===== src/design/trpr_pkg.sv =====
`default_nettype none

package trpr_pkg;

  // Default coordinate width, signed Q16.16.
  localparam int unsigned COORD_WIDTH_DEF = 32;

  // Width of one partial product operand in the pipelined multipliers.
  localparam int unsigned LIMB_W = 32;

  // Scale register: unsigned Q16.16, reset to 1.0.
  localparam int unsigned SCALE_W = 32;
  localparam logic [SCALE_W-1:0] SCALE_RESET = 32'h0001_0000;

  // Two Q16 fractions are dropped from the squared root operand.
  localparam int unsigned FRAC_SHIFT = 32;

endpackage

`default_nettype wire


===== src/design/trpr_mul.sv =====
`default_nettype none

// Lane-parallel pipelined unsigned multiplier. Each stage adds one limb by limb
// partial product per lane, so a product takes one stage per limb pair.
module trpr_mul #(
  parameter int unsigned N     = 1,
  parameter int unsigned AW    = 32,
  parameter int unsigned BW    = 32,
  parameter int unsigned SIDEW = 1
) (
  input  logic             clk_i,
  input  logic             rst_ni,
  input  logic             en_i,
  input  logic             vld_i,
  input  logic [AW-1:0]    a_i [N],
  input  logic [BW-1:0]    b_i [N],
  input  logic [SIDEW-1:0] side_i,
  output logic             vld_o,
  output logic [AW+BW-1:0] p_o [N],
  output logic [SIDEW-1:0] side_o
);

  localparam int unsigned LW  = trpr_pkg::LIMB_W;
  localparam int unsigned NA  = (AW + LW - 1) / LW;
  localparam int unsigned NB  = (BW + LW - 1) / LW;
  localparam int unsigned NS  = NA * NB;
  localparam int unsigned PW  = AW + BW;
  localparam int unsigned AXW = NA * LW;
  localparam int unsigned BXW = NB * LW;

  logic             vld_q  [NS];
  logic [AXW-1:0]   a_q    [NS][N];
  logic [BXW-1:0]   b_q    [NS][N];
  logic [PW-1:0]    acc_q  [NS][N];
  logic [SIDEW-1:0] side_q [NS];

  for (genvar k = 0; k < NS; k++) begin : g_stage
    localparam int unsigned IA = k / NB;
    localparam int unsigned IB = k % NB;
    localparam int unsigned SH = LW * (IA + IB);

    logic             vld_in;
    logic [SIDEW-1:0] side_in;
    logic [AXW-1:0]   a_in   [N];
    logic [BXW-1:0]   b_in   [N];
    logic [PW-1:0]    acc_in [N];
    logic [2*LW-1:0]  pp     [N];
    logic [PW-1:0]    acc_d  [N];

    if (k == 0) begin : g_first
      always_comb begin
        vld_in  = vld_i;
        side_in = side_i;
        for (int l = 0; l < N; l++) begin
          a_in[l]   = AXW'(a_i[l]);
          b_in[l]   = BXW'(b_i[l]);
          acc_in[l] = '0;
        end
      end
    end else begin : g_next
      always_comb begin
        vld_in  = vld_q[k-1];
        side_in = side_q[k-1];
        for (int l = 0; l < N; l++) begin
          a_in[l]   = a_q[k-1][l];
          b_in[l]   = b_q[k-1][l];
          acc_in[l] = acc_q[k-1][l];
        end
      end
    end

    always_comb begin
      for (int l = 0; l < N; l++) begin
        pp[l]    = a_in[l][IA*LW +: LW] * b_in[l][IB*LW +: LW];
        acc_d[l] = acc_in[l] + (PW'(pp[l]) << SH);
      end
    end

    always_ff @(posedge clk_i or negedge rst_ni) begin
      if (!rst_ni) begin
        vld_q[k] <= 1'b0;
      end else if (en_i) begin
        vld_q[k] <= vld_in;
      end
    end

    always_ff @(posedge clk_i) begin
      if (en_i) begin
        side_q[k] <= side_in;
        for (int l = 0; l < N; l++) begin
          a_q[k][l]   <= a_in[l];
          b_q[k][l]   <= b_in[l];
          acc_q[k][l] <= acc_d[l];
        end
      end
    end
  end

  assign vld_o  = vld_q[NS-1];
  assign side_o = side_q[NS-1];
  for (genvar l = 0; l < N; l++) begin : g_out
    assign p_o[l] = acc_q[NS-1][l];
  end

endmodule

`default_nettype wire


===== config.mk =====
export PLATFORM = sky130hd
export DESIGN_NAME = trpr_mul
export DESIGN_NICKNAME = d
export VERILOG_FILES = /design/src/design/trpr_pkg.sv /design/src/design/trpr_mul.sv
export SDC_FILE = /design/constraint.sdc
export NUM_CORES = 2
export LEC_CHECK = 0
export BUFFER_PORTS_ARGS = -buffer_cell sky130_fd_sc_hd__buf_2
export CAP_MARGIN = 20
export CORE_AREA = 5 5 249 251
export CTS_CLUSTER_SIZE = 24
export DETAILED_ROUTE_END_ITERATION = 7
export DIE_AREA = 0 0 254 256
export GPL_TIMING_DRIVEN = 0
export MAX_ROUTING_LAYER = met4
export PLACE_DENSITY_LB_ADDON = 0.12
export SYNTH_ARGS = -nofsm -noshare
export SYNTH_HDL_FRONTEND = slang
export SYNTH_SLANG_ARGS = --single-unit

===== constraint.sdc =====
create_clock -name clk_i -period 1.9 [get_ports clk_i]
set_input_delay 0.38 -clock clk_i [delete_from_list [all_inputs] [get_ports clk_i]]
set_output_delay 0.38 -clock clk_i [all_outputs]
set_load 0.05 [all_outputs]

Word-level counts from Yosys, hierarchy flattened
Memory sizes are Yosys's and may differ from the RTL's.
Cells that the tools add are included.
{ "word_totals": {"register_bits": 1, "out_inout_bits": 66, "ramBits": 65, "memories": 2, "input_bits": 69} }
{ "classes": {"mux": 2, "n_mul": 1} }
{ "memory_table": {"columns": ["name", "words", "width", "read_ports", "rd_clocked_by_memory_dff", "write_ports", "line_no", "text"], "rows": [
  ["acc_q", 1, 64, 1, 0, 1, "trpr_mul.sv:34", "logic [PW-1:0] acc_q [NS][N];"],
  ["side_q", 1, 1, 1, 0, 1, "trpr_mul.sv:35", "logic [SIDEW-1:0] side_q [NS];"]
]} }
{ "op_table": {"columns": ["op", "count"], "rows": [
  ["multiplier 32 x 32 -> 64 bit", 1],
  ["2-to-1 mux 1 bit", 2]
]} }

Logic depth before layout (Yosys ltp)
{ "depth": {"word_depth": 2, "ltp_mapped": 29} }

Least setup slack after synthesis
No wires, ideal clock.
{ "synth_timing": {"path_type": "in2reg", "from": "input port a_i[25] (netlist bit)", "to": "memory acc_q[0][62] (netlist bit), data pin", "setup_slack_ns": -5.354, "arrival_ns": 6.992, "n_path_buf": 2, "cell_stages": 25, "setup_ns": 0.262, "cell_sequence": "clkbuf_1 -> nand2_1 -> fa_1 -> inv_1 -> fa_1 -> inv_1 -> fa_1 -> inv_1 -> fa_1 -> fa_1 -> fa_1 -> fa_1 -> inv_1 -> fa_1 -> inv_1 -> ha_1 -> buf_2 -> nand4_1 -> or4_1 -> or3_1 -> a31oi_1 -> a31o_2 -> a211oi_1 -> o21ai_1 -> xor2_1"} }
{ "synth_rtl": {"columns": ["item", "line_no", "text"], "rows": [
  ["start: declaration", "trpr_mul.sv:15", "input logic [AW-1:0] a_i [N],"],
  ["end: declaration", "trpr_mul.sv:34", null]
]} }

==> flow_summary.rst <==
.. list-table::
   :header-rows: 1

   * - Metric
     - Value
   * - Outcome
     - finished, violations left
   * - Failing checks
     - negative setup slack
   * - DR DRC count
     - 0
   * - Startpoint class of the critical path
     - input port
   * - Vias in the first global route
     - 31,100
   * - Vias post-DR
     - 29,400
   * - Crit share post-route
     - 394%
   * - Dominant combinational cell family by area after synthesis
     - adder cells
   * - Ys Warns
     - 0
   * - Top FF cell, synth
     - sky130_fd_sc_hd__edfxtp_1
   * - Placement Rows
     - 90
   * - Critical path class
     - input port to flop
   * - Average wire length per cell after detail routing
     - 29.6 microns
   * - Highest routed layer
     - met4
   * - Reg2Reg Setup Slack
     - 1160 ps
   * - Pin count of the biggest net entering global routing
     - 44
   * - Setup slack after layout
     - -5580 ps
   * - Worst reg-to-reg path cell count
     - 1
   * - Max Fclk
     - 134 MHz
   * - Xor/xnor share of the synthesized area
     - 1.46%
   * - Number of flops mapped to enable cells by yosys
     - 65
   * - Wire length on met1
     - 48,100 microns
   * - Overall Global Routing Usage
     - 45.6%
   * - Startpoint of the tightest hold check path
     - side_i
   * - Clock skew after layout
     - 0 ps
   * - Latest clock arrival within the worst-skew pair
     - 340 ps
   * - Number of primary I/O pins
     - 135
   * - End of the worst hold path
     - side_q[0]
   * - RSZ-0062 raised after global routing
     - yes
   * - Hold violation total from the final report
     - 0
   * - Shortest period the worst path allows
     - 7480 ps
   * - Post-DP HPWL
     - 110,000 microns
   * - # H-tree levels
     - 3
   * - Met3 WL
     - 15,700 microns
   * - Data arrival at the endpoint of the critical path
     - 7570 ps
   * - Number of nets in the final layout
     - 5,326
   * - Critical path capture point type
     - flop
   * - Vias per Instance
     - 6.00
   * - Count of pins over their slew limit
     - 0
   * - Post-synth ARST share
     - 1.52%
   * - Proportion of layout cells with a drive suffix above 1
     - 22.8%
   * - Worst-Margin Slew
     - 825 ps
   * - Clock transition at the registers of the reported paths
     - 50 ps
   * - Worst Path Required
     - 1990 ps
   * - Num CTS Buffers
     - 9
   * - Number of DRC violations after detailed-routing iteration 0
     - 2,779
   * - 1st-pass router iterations
     - 7
   * - Register area share after synthesis
     - 5.59%
   * - Antenna violations before repair
     - 19
   * - Aggregate negative setup slack
     - -273,540 ps
   * - Clock buffer depth
     - 2
   * - Wire length on met2
     - 65,500 microns
   * - Normalized max-slew margin
     - 45.0%
   * - Worst r2r src
     - vld_o
   * - Filler cell count in the final layout
     - 4,251
   * - Core Region
     - 59,700 sq um
   * - Clock tree from TritonCTS
     - done
   * - Die area
     - 65,000 sq um
   * - Number of standard cells after synthesis
     - 3,761
   * - Number of routed nets with antenna violations
     - 0
   * - Synthesized-area fraction occupied by ao, oa, aoi and oai cells
     - 3.84%
   * - Hold Path Class
     - input port to flop
   * - CTS root buf
     - sky130_fd_sc_hd__clkbuf_16
   * - Post-synth net total
     - 4,989
   * - Number of port buffers
     - 134
   * - Area Overhead vs Synth
     - 25.9%
   * - Setup Slack @ Placement
     - -6910 ps
   * - Post-Synth Simple-Gate Area
     - 17.4%
   * - Height of the die
     - 256 microns
   * - Starting density of the core
     - 59.2%
   * - Horiz. Die Dim
     - 254 microns
   * - Adder-cell share of the synthesized area
     - 60.1%
   * - Mux contribution to synthesized area
     - 0.0602%
   * - First-pass GRT wire length
     - 206,000 microns
   * - Final weighted congestion in routability-driven placement
     - 1.07
   * - Netlist Area Pre-Place
     - 35,300 sq um
   * - Reported max-cap violation count
     - 0
   * - Number of sinks driven by the clock tree
     - 66
   * - Crit path max fanout
     - 6
   * - Setup-failing EPs final
     - 61
   * - Critical register-to-register path endpoint
     - vld_o
   * - FF+latch count, synth
     - 66
   * - Final wirelength
     - 145,000 microns
   * - Synthesized area divided by synthesized cell count
     - 9.40 sq um
   * - Library cells used by synthesis
     - 58
   * - Worst Hold Depth
     - 1
   * - Sum of overflow across all layers after global routing
     - 0
[worst max path at each step]
| stage | from | endpoint | depth (start not counted) |
|---|---|---|---|
| 3_5_place_dp | a_i[23] | acc_q[0][62] | 23 |
| 2_1_floorplan | a_i[26] | acc_q[0][62] | 26 |
| 5_1_grt | a_i[29] | acc_q[0][50] | 26 |
| 6_report | a_i[14] | acc_q[0][50] | 25 |
| 3_3_place_gp | a_i[22] | acc_q[0][62] | 23 |
| 4_1_cts | b_i[10] | acc_q[0][50] | 27 |
[cell type report]
type | count | area [sq um] | area share (%)
inverters | 863 | 3240 | 7.28
well taps | 782 | 978 | 2.20
repair buffers | 338 | 3100 | 6.97
clock buffers | 10 | 229 | 0.515
plain buffers | 215 | 3570 | 8.03
clock inverters | 6 | 66.3 | 0.149
multi-input cells | 2605 | 31300 | 70.3
diodes | 17 | 42.5 | 0.0957
flip-flops and latches | 66 | 1980 | 4.45
[worst max-delay path, stage by stage]
cell                        delay (ps)
sky130_fd_sc_hd__buf_6             130
sky130_fd_sc_hd__clkbuf_16         160
sky130_fd_sc_hd__buf_4             150
sky130_fd_sc_hd__buf_4             130
sky130_fd_sc_hd__and2_1            160
sky130_fd_sc_hd__fa_2              550
sky130_fd_sc_hd__fa_1              420
sky130_fd_sc_hd__inv_2              70
sky130_fd_sc_hd__fa_2              480
sky130_fd_sc_hd__fa_1              500
sky130_fd_sc_hd__inv_1              70
sky130_fd_sc_hd__fa_2              590
sky130_fd_sc_hd__fa_2              450
sky130_fd_sc_hd__fa_2              640
sky130_fd_sc_hd__fa_2              470
sky130_fd_sc_hd__ha_4              320
sky130_fd_sc_hd__nand4_1           100
sky130_fd_sc_hd__or4_4             500
sky130_fd_sc_hd__or3_4             390
sky130_fd_sc_hd__a31oi_4           280
sky130_fd_sc_hd__a31o_4            230
sky130_fd_sc_hd__buf_6             120
sky130_fd_sc_hd__buf_6              80
sky130_fd_sc_hd__a21oi_2            40
sky130_fd_sc_hd__xnor2_1           140
[layout by cell type (no fill, tap or decap), types with 13 or more instances in the layout]
cell type and count:
sky130_fd_sc_hd__fa_2 94, sky130_fd_sc_hd__nand2_1 456, sky130_fd_sc_hd__a21o_1 36, sky130_fd_sc_hd__nor2_1 15, sky130_fd_sc_hd__nand2_2 13, sky130_fd_sc_hd__clkbuf_16 103
sky130_fd_sc_hd__ha_1 207, sky130_fd_sc_hd__o21ai_2 16, sky130_fd_sc_hd__buf_8 23, sky130_fd_sc_hd__buf_2 83, sky130_fd_sc_hd__and2_4 53, sky130_fd_sc_hd__clkbuf_8 65
sky130_fd_sc_hd__ha_4 54, sky130_fd_sc_hd__xor2_1 25, sky130_fd_sc_hd__fa_1 802, sky130_fd_sc_hd__buf_12 28, sky130_fd_sc_hd__inv_2 36, sky130_fd_sc_hd__xnor2_1 27
sky130_fd_sc_hd__clkbuf_4 24, sky130_fd_sc_hd__a21oi_1 27, sky130_fd_sc_hd__inv_1 827, sky130_fd_sc_hd__a21oi_4 21, sky130_fd_sc_hd__and2_1 550, sky130_fd_sc_hd__a21oi_2 22
sky130_fd_sc_hd__clkbuf_1 16, sky130_fd_sc_hd__buf_6 62, sky130_fd_sc_hd__diode_2 17, sky130_fd_sc_hd__nand4_1 24, sky130_fd_sc_hd__edfxtp_1 65, sky130_fd_sc_hd__buf_4 147
sky130_fd_sc_hd__and3_1 13
[timing repair]
| action | 4_1_cts | 5_1_grt |
|---|---|---|
| endpoints found under the hold margin | 1 | 0 |
| setup buffers | 146 | 43 |
| hold buffers | 1 | 0 |
| pin swaps | 219 | 116 |
| gates cloned | 17 | 0 |
| gates resized for setup | 890 | 149 |
| endpoints found under the setup margin | 62 | 61 |
[cell usage after synthesis, types with 14 or more instances]
| cell type | number | area share, % |
|---|---|---|
| sky130_fd_sc_hd__fa_1 | 896 | 51 |
| sky130_fd_sc_hd__inv_1 | 863 | 9.2 |
| sky130_fd_sc_hd__and2_1 | 603 | 11 |
| sky130_fd_sc_hd__nand2_1 | 478 | 5.1 |
| sky130_fd_sc_hd__ha_1 | 263 | 9.3 |
| sky130_fd_sc_hd__clkbuf_1 | 215 | 2.3 |
| sky130_fd_sc_hd__a21oi_1 | 68 | 0.96 |
| sky130_fd_sc_hd__edfxtp_1 | 65 | 5.5 |
| sky130_fd_sc_hd__a21o_1 | 37 | 0.79 |
| sky130_fd_sc_hd__xnor2_1 | 33 | 0.82 |
| sky130_fd_sc_hd__o21ai_0 | 28 | 0.40 |
| sky130_fd_sc_hd__xor2_1 | 26 | 0.64 |
| sky130_fd_sc_hd__nand4_1 | 24 | 0.42 |
| sky130_fd_sc_hd__nor2_1 | 21 | 0.22 |
| sky130_fd_sc_hd__and3_1 | 14 | 0.25 |
[cells by family (layout without fill, tap and decap cells)]
group | Yosys count | after routing
and+or+nand+nor | 1180 | 1180
other | 0 | 17
xor gates and xnor gates | 59 | 59
buffers and inverters | 1090 | 1432
DFF | 66 | 66
AOI/OAI and AO/OA | 205 | 205
adders and majority gates | 1159 | 1159
muxes | 2 | 2
[sequential cells by signal, summed over array words and instances (netlist names)]
register  count
acc_q        64
side_q        1
vld_o         1
[per-layer routing]
| layer | up-vias | global-route usage, % |
|---|---|---|
| li1 | 11700 | - |
| met1 | 15000 | 53.5 |
| met2 | 1984 | 68.2 |
| met3 | 794 | 11.1 |
| met4 | 0 | 33.7 |
| met5 | - | - |
[stage by stage]
stage               hold slack [ps]  utilization, %  cell area, sq um  cells
floorplan                      84.4               -             36300   3761
global placement                154            63.6             38000   4677
detailed placement              158            63.7             38000   4679
CTS                             217            73.1             43600   4851
global route                    213            74.5             44500   4893
finish                          225            74.5             44500   4902
Power is left out: the tool's default activity adds up to more than one toggle a clock period on the data nets, which glitch-free logic cannot reach.
